===== config.mk =====
export PLATFORM = sky130hd
export DESIGN_NAME = rcsf_table
export DESIGN_NICKNAME = d
export VERILOG_FILES = /design/src/design/rcsf_pkg.sv /design/src/design/rcsf_table.sv
export SDC_FILE = /design/constraint.sdc
export NUM_CORES = 2
export LEC_CHECK = 0
export BUFFER_PORTS_ARGS = -buffer_cell sky130_fd_sc_hd__buf_2
export CAP_MARGIN = 10
export CORE_ASPECT_RATIO = 1.75
export CORE_MARGIN = 10
export CORE_UTILIZATION = 60
export CTS_CLUSTER_DIAMETER = 50
export DETAILED_ROUTE_END_ITERATION = 8
export PLACE_DENSITY_LB_ADDON = 0.05
export SETUP_SLACK_MARGIN = 0.4
export SLEW_MARGIN = 20
export SYNTH_ARGS = -nofsm -noshare
export SYNTH_HDL_FRONTEND = slang
export SYNTH_MEMORY_MAX_BITS = 65536
export SYNTH_SLANG_ARGS = --single-unit

===== constraint.sdc =====
create_clock -name clock -period 6.4 [get_ports clock]
set_input_delay 1.28 -clock clock [delete_from_list [all_inputs] [get_ports clock]]
set_output_delay 1.28 -clock clock [all_outputs]
set_load 0.1 [all_outputs]

===== src/design/rcsf_pkg.sv =====
// ----------------------------------------------------------------------------
// rcsf_pkg
// Shared types and constants of the Rabin controllable-set fixpoint core.
// ----------------------------------------------------------------------------
`default_nettype none

package rcsf_pkg;

   // Fixed field widths
   localparam int STATE_W = 6;
   localparam int EVENT_W = 5;
   localparam int CSR_W   = 32;

   // Parameter defaults
   localparam int DEF_MAX_STATES      = 64;
   localparam int DEF_MAX_EVENTS      = 32;
   localparam int DEF_MAX_TRANSITIONS = 256;

   // Request codes
   typedef enum logic [1:0] {
      REQ_LOAD    = 2'd0,
      REQ_FLAGS   = 2'd1,
      REQ_CLEAR   = 2'd2,
      REQ_COMPUTE = 2'd3
   } req_code_type;

   // One stored transition
   typedef struct packed {
      logic [STATE_W-1:0] src;
      logic [EVENT_W-1:0] ev;
      logic [STATE_W-1:0] tgt;
   } trans_entry_type;

   // Fixpoint sequencer states
   typedef enum logic [3:0] {
      ST_IDLE,
      ST_X1_LOOP,
      ST_X2_LOOP,
      ST_TT_INIT,
      ST_TN_LOOP,
      ST_THETA_RUN,
      ST_THETA_WAIT,
      ST_TN_CHECK,
      ST_PR_CHECK,
      ST_X2_CHECK,
      ST_X1_CHECK,
      ST_EMIT
   } seq_state_type;

endpackage : rcsf_pkg

`default_nettype wire


===== src/design/rcsf_table.sv =====
// ----------------------------------------------------------------------------
// rcsf_table
// Transition memory: one write port, one read port with registered data.
// ----------------------------------------------------------------------------
`default_nettype none

module rcsf_table
   import rcsf_pkg::*;
#(
   parameter int DEPTH = DEF_MAX_TRANSITIONS,
   parameter int AW    = 8
) (
   input  wire logic            clock,
   input  wire logic            wr_en,
   input  wire logic [AW-1:0]   wr_addr,
   input  wire trans_entry_type wr_data,
   input  wire logic [AW-1:0]   rd_addr,
   output trans_entry_type      rd_data
);

   trans_entry_type mem [DEPTH];

   // Write a loaded transition
   always_ff @(posedge clock) begin
      if (wr_en) begin
         mem[wr_addr] <= wr_data;
      end
   end

   // Registered read of the addressed entry
   always_ff @(posedge clock) begin
      rd_data <= mem[rd_addr];
   end

endmodule : rcsf_table

`default_nettype wire


==> out/summary.txt <==
Avg Cell Area, Syn -> 21.8 µm²
Max Fclk -> 210 MHz
Number of synthesized flops with an enable pin -> 4352
FF-to-FF End -> rd_data[16]$_DFF_P_
First-pass iteration count of the detailed router -> 7
Slowest stage cell, crit path -> nor3_1
Largest net degree at the start of global routing -> 185
Fraction of layout cells with a size suffix above 1 -> 0.253
R2r setup slk -> 3.02 ns
Sum Neg Setup Slack -> 0 ns
WP data required -> 7.26 ns
Total Wirelength -> 469 mm
Post-Synthesis Cells -> 7797
Multi-input logic area -> 35700 µm²
Post-layout util -> 0.670
Area of the mapped netlist -> 170000 µm²
Clk_lat worst skew -> 0.93 ns
Site Rows -> 258
Yosys warnings -> 0
FILL cells -> 18000
Yosys cell types -> 74
Area Growth Syn to Fin -> 11.2%
Critical-path cell list -> buf_8 -> buf_12 -> buf_4 -> mux4_2 -> a211oi_1 -> nor3_1 -> o31ai_2 -> nor4_1 -> and3_1
Comb power frac -> 0.055
Crit share post-route -> 0.742
Clock transition at path regs -> 0.06 ns
Register area -> 131000 µm²
CTS root buf -> clkbuf_16
Drt initial violations -> 10800
Worst endpoint data arrival time -> 5.62 ns
Ys flop type -> edfxtp_1
Die height -> 724 µm
Routed len/inst -> 38.0 µm
Clock power share -> 0.402
# DRC -> 0
Hold worst-path end -> mem[177][12]$_DFFE_PP_
Initial antenna violation count -> 45
Resize count post-CTS -> 0
Synth top area cells -> edfxtp_1, mux4_2, mux2i_1
Worst setup SP type -> primary input
Starting density of the core -> 0.602
Yosys reg bits -> 4369
CP Class -> in2reg
Final clock skew -> 0.0431 ns
Detail Placement HPWL -> 288 mm
Via density -> 6.78
Via count -> 83700
First-pass GRT wire length -> 661 mm
Hold Path Stages -> 1
Worst VDD drop -> 0.000262 V
Max Cap Viol -> 0
CTS tree -> built
Switching Fraction -> 0.215
Worst-Margin Slew -> 1.28 ns
Slew Viols, Final -> 0
Syn_nets -> 7832
Top-count cell post-synth -> edfxtp_1
Hold-fix buffers, CTS -> 0
Hold Path Origin -> wr_data[12]
Sequential-to-total area share from yosys stat -> 0.772
CP endpoint kind -> flop
Top-area cell type share of the netlist area -> 0.770
TritonCTS buffer count -> 380
Post-Place Worst Slack -> 0.755 ns
Reg2reg start -> mem[55][16]$_DFFE_PP_
Hold crit path type -> in2reg
Final setup vio count -> 0
Outcome -> finished, final reports clean
Placer Congestion -> 0.977
Max_slew headroom -> 0.145
Die Area -> 305000 µm²
Static leakage power -> 59.8 nW
Final ANT Viol Nets -> 0
IO Port Bufs -> 51
Most area-hungry cell type in the Yosys netlist -> edfxtp_1
Synth top cells by count -> edfxtp_1, mux4_2, mux2i_1, nor2_1, nand2_1
NetSw -> 12.5 mW
Final hold violation count -> 0
PnR worst setup slack -> 1.65 ns
Cells on worst reg2reg path -> 5
Top Ports -> 52
Internal -> 45.7 mW
H-Tree Depth -> 5
Sequential share of power -> 0.543
# clock sinks -> 4369
Unrepaired setup endpoints after global routing -> no
Max Root-Sink Buffers -> 4
Crit-path max cell delay -> 0.83 ns
GRT Resource Usage Total -> 0.307
Ys async rst share -> 0
Vias in the first global route -> 84800
Fin Hold WS -> 0.741 ns
Post-CTS Setup Bufs -> 0
Die X-Extent -> 422 µm
Worst Path Max Fanout -> 52
Power density cells -> 309 nW/µm²
Total gr overflow -> 0
Fin nets -> 8269
Core area -> 282000 µm²
Fin crit period -> 4.75 ns
-- state kept, by name, summed over array words and instances, names as in the netlist --
signal and flops:
mem 4352, rd_data 17
-- metal layers --
| layer | up-vias | GRT usage | part of all wire |
|---|---|---|---|
| li1 | 33800 | - | - |
| met1 | 44600 | 0.380 | 0.34 |
| met2 | 4298 | 0.511 | 0.50 |
| met3 | 988 | 0.0513 | 0.079 |
| met4 | 24 | 0.186 | 0.073 |
| met5 | - | 0 | 0.00035 |
-- per-stage QoR --
| stage | instance area, µm² | cells | total power, mW |
|---|---|---|---|
| after global placement | 176000 | 11600 | 35.4 |
| after detailed placement | 176000 | 11600 | 35.4 |
| final | 189000 | 12300 | 58.2 |
| after CTS | 188000 | 12300 | 58.4 |
| after floorplan | 170000 | 7797 | 33.9 |
| after global routing | 189000 | 12300 | 59.6 |
-- critical path: cells and delay by family --
family,cells,cell delay (ns)
muxes,1,0.47
and+or+nand+nor,3,1.92
AOI/OAI and AO/OA,2,0.45
buffers and inverters,3,1.28
-- worst max path at each step --
| stage | endpoint | depth (start not counted) | start |
|---|---|---|---|
| after floorplan | mem[235][0]$_DFFE_PP_ | 6 | wr_addr[3] |
| after global placement | rd_data[16]$_DFF_P_ | 7 | rd_addr[0] |
| after detailed placement | rd_data[16]$_DFF_P_ | 7 | rd_addr[0] |
| after CTS | rd_data[16]$_DFF_P_ | 7 | rd_addr[0] |
| after global routing | rd_data[16]$_DFF_P_ | 7 | rd_addr[0] |
| final | rd_data[8]$_DFF_P_ | 9 | rd_addr[1] |
-- cells by family (layout without fill, tap and decap cells) --
family / after synthesis / in the layout / synth area share
flip-flops: 4369 / 4369 / 0.772
multiplexers: 1472 / 1472 / 0.158
AND/OR/NAND/NOR: 836 / 836 / 0.0219
AO/OA/AOI/OAI: 649 / 649 / 0.0271
buffers and inverters: 471 / 1215 / 0.0214
other: 0 / 35 / 0
-- power by group through the flow --
stage          sequential, mW  clock, mW  combinational, mW
2_1_floorplan            32.3          0               1.61
3_3_place_gp             32.2          0               3.15
3_5_place_dp             32.2          0               3.20
4_1_cts                  31.6       23.6               3.20
5_1_grt                  31.6       24.7               3.32
6_report                 31.6       23.4               3.21
-- cell usage in the layout (no fill, tap or decap), types with 13 or more instances in the layout --
cell,synthesis,final
clkbuf_16,0,396
dfxtp_1,17,17
nand4_1,21,21
clkinvlp_4,0,14
o21ai_0,42,40
mux4_2,897,897
nor4_1,14,13
mux2_2,20,20
or3_1,14,14
o22ai_1,186,186
buf_8,30,17
o311a_1,14,14
o221ai_1,134,134
a31oi_1,14,14
nor2_2,0,114
clkbuf_1,150,81
mux2i_1,509,509
a211oi_1,16,16
buf_2,95,29
clkinv_1,1,70
diode_2,0,35
nor2_4,0,30
nor2b_1,14,13
nand2_1,216,214
a22oi_1,33,33
a22o_1,13,13
clkinv_2,0,70
mux4_1,46,46
nor2_1,333,189
nor3_1,109,108
buf_12,44,55
a21oi_1,108,107
buf_4,37,412
edfxtp_1,4352,4352
nand3_1,65,55
bufinv_16,0,45
-- layout make-up --
type / count / share of cell area
antenna: 35 / 0.000464
clock buffer: 480 / 0.0543
sequential: 4369 / 0.694
timing repair buffer: 521 / 0.0250
multi-input combinational: 2957 / 0.189
clock inverter: 209 / 0.0115
inverter: 5 / 0.000172
tap: 3770 / 0.0250
(Power assumes the default switching activity.)
