$ cat src/design/rcsf_pkg.sv
// ----------------------------------------------------------------------------
// rcsf_pkg
// Shared types and constants of the Rabin controllable-set fixpoint core.
// ----------------------------------------------------------------------------
`default_nettype none

package rcsf_pkg;

   // Fixed field widths
   localparam int STATE_W = 6;
   localparam int EVENT_W = 5;
   localparam int CSR_W   = 32;

   // Parameter defaults
   localparam int DEF_MAX_STATES      = 64;
   localparam int DEF_MAX_EVENTS      = 32;
   localparam int DEF_MAX_TRANSITIONS = 256;

   // Request codes
   typedef enum logic [1:0] {
      REQ_LOAD    = 2'd0,
      REQ_FLAGS   = 2'd1,
      REQ_CLEAR   = 2'd2,
      REQ_COMPUTE = 2'd3
   } req_code_type;

   // One stored transition
   typedef struct packed {
      logic [STATE_W-1:0] src;
      logic [EVENT_W-1:0] ev;
      logic [STATE_W-1:0] tgt;
   } trans_entry_type;

   // Fixpoint sequencer states
   typedef enum logic [3:0] {
      ST_IDLE,
      ST_X1_LOOP,
      ST_X2_LOOP,
      ST_TT_INIT,
      ST_TN_LOOP,
      ST_THETA_RUN,
      ST_THETA_WAIT,
      ST_TN_CHECK,
      ST_PR_CHECK,
      ST_X2_CHECK,
      ST_X1_CHECK,
      ST_EMIT
   } seq_state_type;

endpackage : rcsf_pkg

`default_nettype wire

$ cat src/design/rcsf_theta.sv
// ----------------------------------------------------------------------------
// rcsf_theta
// Theta unit: sweeps the transition memory once, one entry a cycle, and
// returns the present states that can enter Z1 without being forced out
// of Z1 | Z2 by an uncontrollable event.
// ----------------------------------------------------------------------------
`default_nettype none

module rcsf_theta
   import rcsf_pkg::*;
#(
   parameter int MAX_S = DEF_MAX_STATES,
   parameter int AW    = 8,
   parameter int CW    = 9
) (
   input  wire logic              clock,
   input  wire logic              reset,
   input  wire logic              start,
   input  wire logic [CW-1:0]     count,
   input  wire logic [MAX_S-1:0]  z1,
   input  wire logic [MAX_S-1:0]  z2,
   input  wire logic [MAX_S-1:0]  dom,
   input  wire logic [CSR_W-1:0]  ctrl,
   output logic      [AW-1:0]     rd_addr,
   input  wire trans_entry_type   rd_data,
   output logic                   done,
   output logic      [MAX_S-1:0]  result
);

   logic              busy_ff, busy_in;
   logic              pend_ff, pend_in;
   logic [CW-1:0]     idx_ff, idx_in;
   logic [MAX_S-1:0]  enter_ff, enter_in;
   logic [MAX_S-1:0]  leave_ff, leave_in;
   logic              issue;
   logic [MAX_S-1:0]  sb, tb;

   assign issue   = busy_ff && (idx_ff < count);
   assign rd_addr = idx_ff[AW-1:0];
   assign done    = busy_ff && !issue && !pend_ff;
   assign result  = enter_ff & ~leave_ff & dom;

   // Sweep control and accumulation of enter/leave sets
   always_comb begin
      sb       = MAX_S'(1) << rd_data.src;
      tb       = MAX_S'(1) << rd_data.tgt;
      busy_in  = busy_ff;
      pend_in  = issue;
      idx_in   = issue ? idx_ff + CW'(1) : idx_ff;
      enter_in = enter_ff;
      leave_in = leave_ff;
      if (pend_ff && ((sb & dom) != '0)) begin
         if ((tb & z1) != '0) begin
            enter_in = enter_ff | sb;
         end else if (((tb & z2) == '0) && !ctrl[rd_data.ev]) begin
            leave_in = leave_ff | sb;
         end
      end
      if (done) begin
         busy_in = 1'b0;
      end
      if (start) begin
         busy_in  = 1'b1;
         pend_in  = 1'b0;
         idx_in   = '0;
         enter_in = '0;
         leave_in = '0;
      end
   end

   always_ff @(posedge clock) begin
      if (reset) begin
         busy_ff <= 1'b0;
         pend_ff <= 1'b0;
      end else begin
         busy_ff <= busy_in;
         pend_ff <= pend_in;
      end
   end

   always_ff @(posedge clock) begin
      idx_ff   <= idx_in;
      enter_ff <= enter_in;
      leave_ff <= leave_in;
   end

endmodule : rcsf_theta

`default_nettype wire

$ cat config.mk
export PLATFORM = sky130hd
export DESIGN_NAME = rcsf_theta
export DESIGN_NICKNAME = d
export VERILOG_FILES = /design/src/design/rcsf_pkg.sv /design/src/design/rcsf_theta.sv
export SDC_FILE = /design/constraint.sdc
export NUM_CORES = 1
export LEC_CHECK = 0
export BUFFER_PORTS_ARGS = -buffer_cell sky130_fd_sc_hd__buf_2
export CAP_MARGIN = 5
export CELL_PAD_IN_SITES_DETAIL_PLACEMENT = 0
export CELL_PAD_IN_SITES_GLOBAL_PLACEMENT = 1
export CORE_MARGIN = 2
export CORE_UTILIZATION = 35
export DETAILED_ROUTE_END_ITERATION = 8
export GPL_TIMING_DRIVEN = 0
export PLACE_DENSITY_LB_ADDON = 0.08
export SYNTH_ARGS = -nofsm -noshare
export SYNTH_HDL_FRONTEND = slang
export SYNTH_SLANG_ARGS = --single-unit
$ cat constraint.sdc
create_clock -name clock -period 3.3 [get_ports clock]
set_input_delay 0.66 -clock clock [delete_from_list [all_inputs] [get_ports clock]]
set_output_delay 0.66 -clock clock [all_outputs]
set_load 0.1 [all_outputs]
==> impl_metrics.env, run 1 <==
export IMPL_critical_path_slowest_cell="o41ai_4"
export IMPL_avgSynthCellArea_um2=8.33
export IMPL_core_area_um2=22800
export IMPL_synth_seq_cells=139
export IMPL_grt_pass1_wl_um=54200
export IMPL_met1Wirelength_um=15600
export IMPL_cts_buffer_depth=2
export IMPL_die_area_um2=24600
export IMPL_multi_input_area_um2=4990
export IMPL_tightestPinTransition_ns=0.811
export IMPL_cts_tree="built"
export IMPL_route_met3_wl_um=2960
export IMPL_synth_area_um2=8190
export IMPL_reg2reg_setup_slack_ns=0.68
export IMPL_min_from="reset"
export IMPL_dominantRegCellSynth="dfxtp_1"
export IMPL_syn_to_final_growth_pct=34.3
export IMPL_grt_max_degree=20
export IMPL_vias=9350
export IMPL_cts_buffers=17
export IMPL_layout_drive_gt1_share_pct=34.8
export IMPL_rr_startpoint="idx_ff[1]"
export IMPL_placed_area_um2=10200
export IMPL_die_w_um=157
export IMPL_synth_nets=1245
export IMPL_vdd_drop_max_uv=239
export IMPL_final_common_cell="buf_2"
export IMPL_critPathCaptureType="register"
export IMPL_wl_per_cell_um=22.0
export IMPL_die_h_um=157
export IMPL_tns_ns=0
export IMPL_ios=326
export IMPL_reg2regPathDepth=8
export IMPL_fin_crit_sh_pct=96.2
export IMPL_crit_chain="buf_2, clkbuf_4, clkbuf_1, nor2_1, a311oi_1, o2bb2ai_1, o41ai_4, and4b_1, buf_4, clkbuf_4, a31oi_1, nor2_1"
export IMPL_status="complete, no violations"
export IMPL_layout_min_cycle_time_ns=3.17
export IMPL_max_cap_violations=0
export IMPL_setup_viol=0
export IMPL_portBuffers=319
export IMPL_place_gp_congestion=0.926
export IMPL_r2r_end="idx_ff[3]"
export IMPL_grt_overflow_total=0
export IMPL_power_density_nw_per_um2=400
export IMPL_cts_hold_buf=0
export IMPL_clock_sinks=139
export IMPL_max_freq_mhz=315
export IMPL_cpPeakStageDelay_ns=0.49
export IMPL_holdPathEnd="busy_ff"
export IMPL_grt_pass1_vias=9056
export IMPL_h_tree_depth=4
export IMPL_cp_arrival_ns=3.47
export IMPL_row_count=55
export IMPL_worstPathRequired_ns=3.60
export IMPL_relSlewSlack_pct=46.0
export IMPL_layout_common_cells="337 x buf_2, 146 x nor2_1, 139 x dfxtp_1, 83 x a31oi_1, 51 x nand2_1"
export IMPL_vias_per_cell=5.66
export IMPL_hold_depth=2
export IMPL_synth_edf_count=0
export IMPL_crit_fanout=10
export IMPL_regArea_um2=2780
export IMPL_first_iter_violations=757
export IMPL_nFillCells=2369
export IMPL_ys_types=71
export IMPL_criticalPathCategory="input port to register"
export IMPL_stdcell_area_um2=11000
export IMPL_drc_errors=0
export IMPL_cts_root_buf="clkbuf_16"
export IMPL_drtAntennaViolNets=0
export IMPL_hold_viol=0
export IMPL_hold_path_class="input port to register"
export IMPL_ys_warn_count=0
export IMPL_synth_async_reset_ratio_pct=0
export IMPL_fin_ws_ns=0.126
export IMPL_grtUsageTotal_pct=29.4
export IMPL_antenna_found_initial=4
export IMPL_clock_latency_ns=0.44
export IMPL_slew_viol_final=0
export IMPL_place_hpwl_um=28700
export IMPL_drt_wl_total_um=36300
export IMPL_finClkSkew_ns=0.00972
export IMPL_pre_cts_slack_ns=-0.874
export IMPL_routed_top_layer="met4"
export IMPL_finalNetCount=1584
export IMPL_p_leak_uw=0.00497
export IMPL_clk_pin_slew_ns=0.07
export IMPL_drtPass1Iterations=7
export IMPL_yosysSeqAreaShare_pct=34.0
export IMPL_start_util_pct=36.0
export IMPL_start_kind="input port"
export IMPL_synthCells=983
export IMPL_dr_wl_met2_um=16700
[power by group]
group	internal [uW]	leakage (uW)	switching [uW]
registers	1680	0.00112	5.74
logic	287	0.00355	422
clock network	1170	0.000301	839
total	3130	0.00497	1270
[state kept, by name, summed over array words and instances (netlist names)]
register	count
busy_ff	1
leave_ff	64
idx_ff	9
pend_ff	1
enter_ff	64
[synthesized netlist by cell type, types with 16 or more instances]
cell type	n	area [um2]
nand3b_1	17	128
and3_1	16	100
nand2_1	53	199
a31oi_1	83	519
nor2b_1	19	119
nand3_1	18	90.1
buf_2	29	145
nor3b_1	20	150
nor2_1	147	552
dfxtp_1	139	2780
clkbuf_1	48	180
mux2i_1	35	350
a21oi_1	24	120
inv_1	22	82.6
o2bb2ai_1	44	385
and3b_1	39	342
[layout make-up]
| cell class | instances | area share (%) |
|---|---|---|
| antenna | 4 | 0.0910 |
| buffer | 90 | 4.53 |
| clock buffer | 18 | 3.99 |
| clock inverter | 14 | 1.59 |
| inverter | 23 | 0.785 |
| multi-input combinational | 728 | 45.3 |
| sequential | 139 | 25.3 |
| tap | 313 | 3.56 |
| timing repair buffer | 323 | 14.8 |
[cells by family after synthesis]
group	synth area share [%]
and+or+nand+nor	28.4
AOI/OAI and AO/OA	21.4
DFF	34.0
buffers and inverters	6.33
muxes	8.13
adders and majority gates	1.38
xor gates and xnor gates	0.321
[metrics by stage]
stage | hold WS (ns) | std cells | utilization, % | power, uW
after floorplan | 0.424 | 983 | - | 2070
after global placement | 0.435 | 1615 | 44.7 | 2400
after detailed placement | 0.439 | 1615 | 44.7 | 2400
after CTS | 0.383 | 1647 | 47.7 | 4390
after global routing | 0.394 | 1652 | 48.3 | 4540
final | 0.388 | 1652 | 48.3 | 4400
[worst max-delay path, delay by kind of cell]
kind	cells	cell delay (ns)
and+or+nand+nor	3	0.40
AOI/OAI and AO/OA	4	1.14
buffers and inverters	5	1.26
[routing by layer]
metal  GRT usage (%)  vias to the layer above
met3            5.81                       64
met4            11.2                        0
met2            47.0                      463
met5               0                        -
li1                -                     4360
met1            39.0                     4463
[how the worst max path moves through the flow]
stage	cells past startpoint	end	from	slack (ns)
6_report	12	leave_ff[63]	rd_data[11]	0.13
3_3_place_gp	12	enter_ff[3]	rd_data[12]	-0.89
3_5_place_dp	12	enter_ff[26]	rd_data[12]	-0.87
5_1_grt	13	leave_ff[41]	rd_data[2]	-0.02
2_1_floorplan	8	done	count[1]	0.15
4_1_cts	12	enter_ff[18]	rd_data[12]	-0.03
[what timing repair did]
item	in CTS	in global routing
pin swaps	1	5
resized for setup	18	64
buffers inserted	2	2
endpoints found under the setup margin	128	125
No activity file was read; power rests on OpenSTA's default activity.
==> inputs of run 2 (changes only) <==
- CELL_PAD_IN_SITES_DETAIL_PLACEMENT: 0 -> 1
==> run 2 against run 1 <==
Critical path depth up 1. Register-to-register slack about the same. Die area unchanged. Core utilization down 0.20 points. Fmax up 0.51%. Critical endpoint is now enter_ff[61]. Largest cell class unchanged.
==> impl_metrics.env, run 2 (synthesis gave the netlist of run 1 again) <==
export IMPL_drtPass1Iterations=5
export IMPL_cts_root_buf="clkbuf_16"
export IMPL_cp_common_cell="buf_2"
export IMPL_core_area_um2=22800
export IMPL_clk_pin_slew_ns=0.06
export IMPL_first_iter_violations=626
export IMPL_place_gp_congestion=0.926
export IMPL_vdd_drop_max_uv=288
export IMPL_dp_cells=1615
export IMPL_critPathTopFamily="simple AND/OR/NAND/NOR gates"
export IMPL_drtAntennaViolNets=0
export IMPL_layout_common_cells="334 x buf_2, 146 x nor2_1, 139 x dfxtp_1, 83 x a31oi_1, 51 x nand2_1"
export IMPL_crit_fanout=10
export IMPL_syn_to_final_growth_pct=33.8
export IMPL_fin_util_pct=48.1
export IMPL_worstPathRequired_ns=3.65
export IMPL_vias_per_cell=5.77
export IMPL_grtUsageTotal_pct=30.7
export IMPL_die_w_um=157
export IMPL_regArea_um2=2780
export IMPL_nFillCells=2856
export IMPL_h_tree_depth=4
export IMPL_clock_sinks=139
export IMPL_finClkSkew_ns=0.0124
export IMPL_status="complete, no violations"
export IMPL_max_cap_violations=0
export IMPL_cts_buffers=17
export IMPL_grt_overflow_total=0
export IMPL_max_freq_mhz=317
export IMPL_tightestPinTransition_ns=0.977
export IMPL_drt_wl_total_um=38200
export IMPL_portBuffers=319
export IMPL_tns_ns=0
export IMPL_criticalPathCategory="input port to register"
export IMPL_cp_arrival_ns=3.51
export IMPL_finalNetCount=1583
export IMPL_fin_crit_sh_pct=95.7
export IMPL_die_area_um2=24600
export IMPL_ios=326
export IMPL_final_common_cell="buf_2"
export IMPL_power_density_nw_per_um2=387
export IMPL_largestRegisters="enter_ff x64, leave_ff x64, idx_ff x9"
export IMPL_crit_chain="buf_2, clkbuf_4, clkbuf_8, or2_2, nor3_1, a311oi_1, a21oi_1, o41ai_4, buf_4, nor2_4, buf_2, a31oi_1, nor2_1"
export IMPL_row_count=55
export IMPL_pre_cts_slack_ns=-0.926
export IMPL_relSlewSlack_pct=34.7
export IMPL_drc_errors=0
export IMPL_worst_path_buf_inv=5
export IMPL_vias=9515
export IMPL_layout_drive_gt1_share_pct=35.2
export IMPL_wl_per_cell_um=23.2
export IMPL_setup_viol=0
export IMPL_cts_hold_buf=0
export IMPL_die_h_um=157
export IMPL_cts_buffer_depth=2
export IMPL_start_kind="input port"
export IMPL_grt_pass1_wl_um=56800
export IMPL_hold_viol=0
export IMPL_slew_viol_final=0
export IMPL_place_hpwl_um=30000
export IMPL_layout_min_cycle_time_ns=3.16
export IMPL_cpPeakStageDelay_ns=0.41
export IMPL_grt_max_degree=17
export IMPL_grt_pass1_vias=9562
export IMPL_cts_tree="built"
export IMPL_clock_latency_ns=0.43
export IMPL_antenna_found_initial=3
export IMPL_start_util_pct=36.0
export IMPL_fin_ws_ns=0.142
export IMPL_critPathCaptureType="register"
export IMPL_hold_path_class="input port to register"
export IMPL_multi_input_area_um2=5010
export IMPL_critical_path_slowest_cell="or2_2"
export IMPL_final_cells=1648
export IMPL_p_leak_uw=0.00495
==> run 2: cell count changes in the layout (fill, tap and decap cells not counted), sizes merged <==
cell / previous run / this run
buf: 360 / 354
clkbuf: 71 / 76
inv: 31 / 26
clkinv: 3 / 7
diode: 4 / 2
bufinv: 2 / 1
clkinvlp: 1 / 2
==> run 2: repair_timing <==
| action | CTS | global route |
|---|---|---|
| pin swaps | 4 | 5 |
| setup buffers | 3 | 1 |
| resized for setup | 24 | 57 |
| setup endpoints to repair | 128 | 120 |
==> run 2: layout make-up <==
class / count / share of cell area, %
Antenna cell: 2 / 0.0457
Tap cell: 313 / 3.58
Buffer: 89 / 4.56
Clock inverter: 13 / 1.11
Multi-Input combinational cell: 728 / 45.7
Clock buffer: 18 / 3.92
Inverter: 23 / 0.788
Timing Repair Buffer: 323 / 14.9
Sequential cell: 139 / 25.4
==> run 2: worst paths after layout <==
kind           startpoint            to  slack [ns]  depth (start not counted)
max           rd_data[12]  enter_ff[61]        0.14                         13
min                 reset       busy_ff        0.40                          2
max reg2reg     idx_ff[1]     idx_ff[3]        0.67                          8
min reg2reg  leave_ff[44]  leave_ff[44]        0.46                          1
==> run 2: report_power, final <==
| part | total (uW) | internal (uW) | switching (uW) |
|---|---|---|---|
| Sequential | 1690 | 1680 | 5.70 |
| Combinational | 719 | 288 | 431 |
| Clock | 1840 | 1040 | 798 |
| Total | 4240 | 3010 | 1240 |
==> run 2: per-layer routing <==
metal | vias to the layer above | GRT usage, % | wire length [um]
met5 | - | 0 | 0
met4 | 0 | 11.1 | 1270
met3 | 77 | 5.51 | 2780
met2 | 444 | 50.5 | 17800
met1 | 4658 | 40.4 | 16300
li1 | 4336 | - | -
==> run 2: stage by stage <==
step	hold WS (ns)	total power (uW)	cell area [um2]
after floorplan	0.424	2070	8200
after global placement	0.435	2400	10200
after detailed placement	0.441	2400	10200
after CTS	0.397	4220	10800
after global routing	0.416	4370	11000
final	0.404	4240	11000
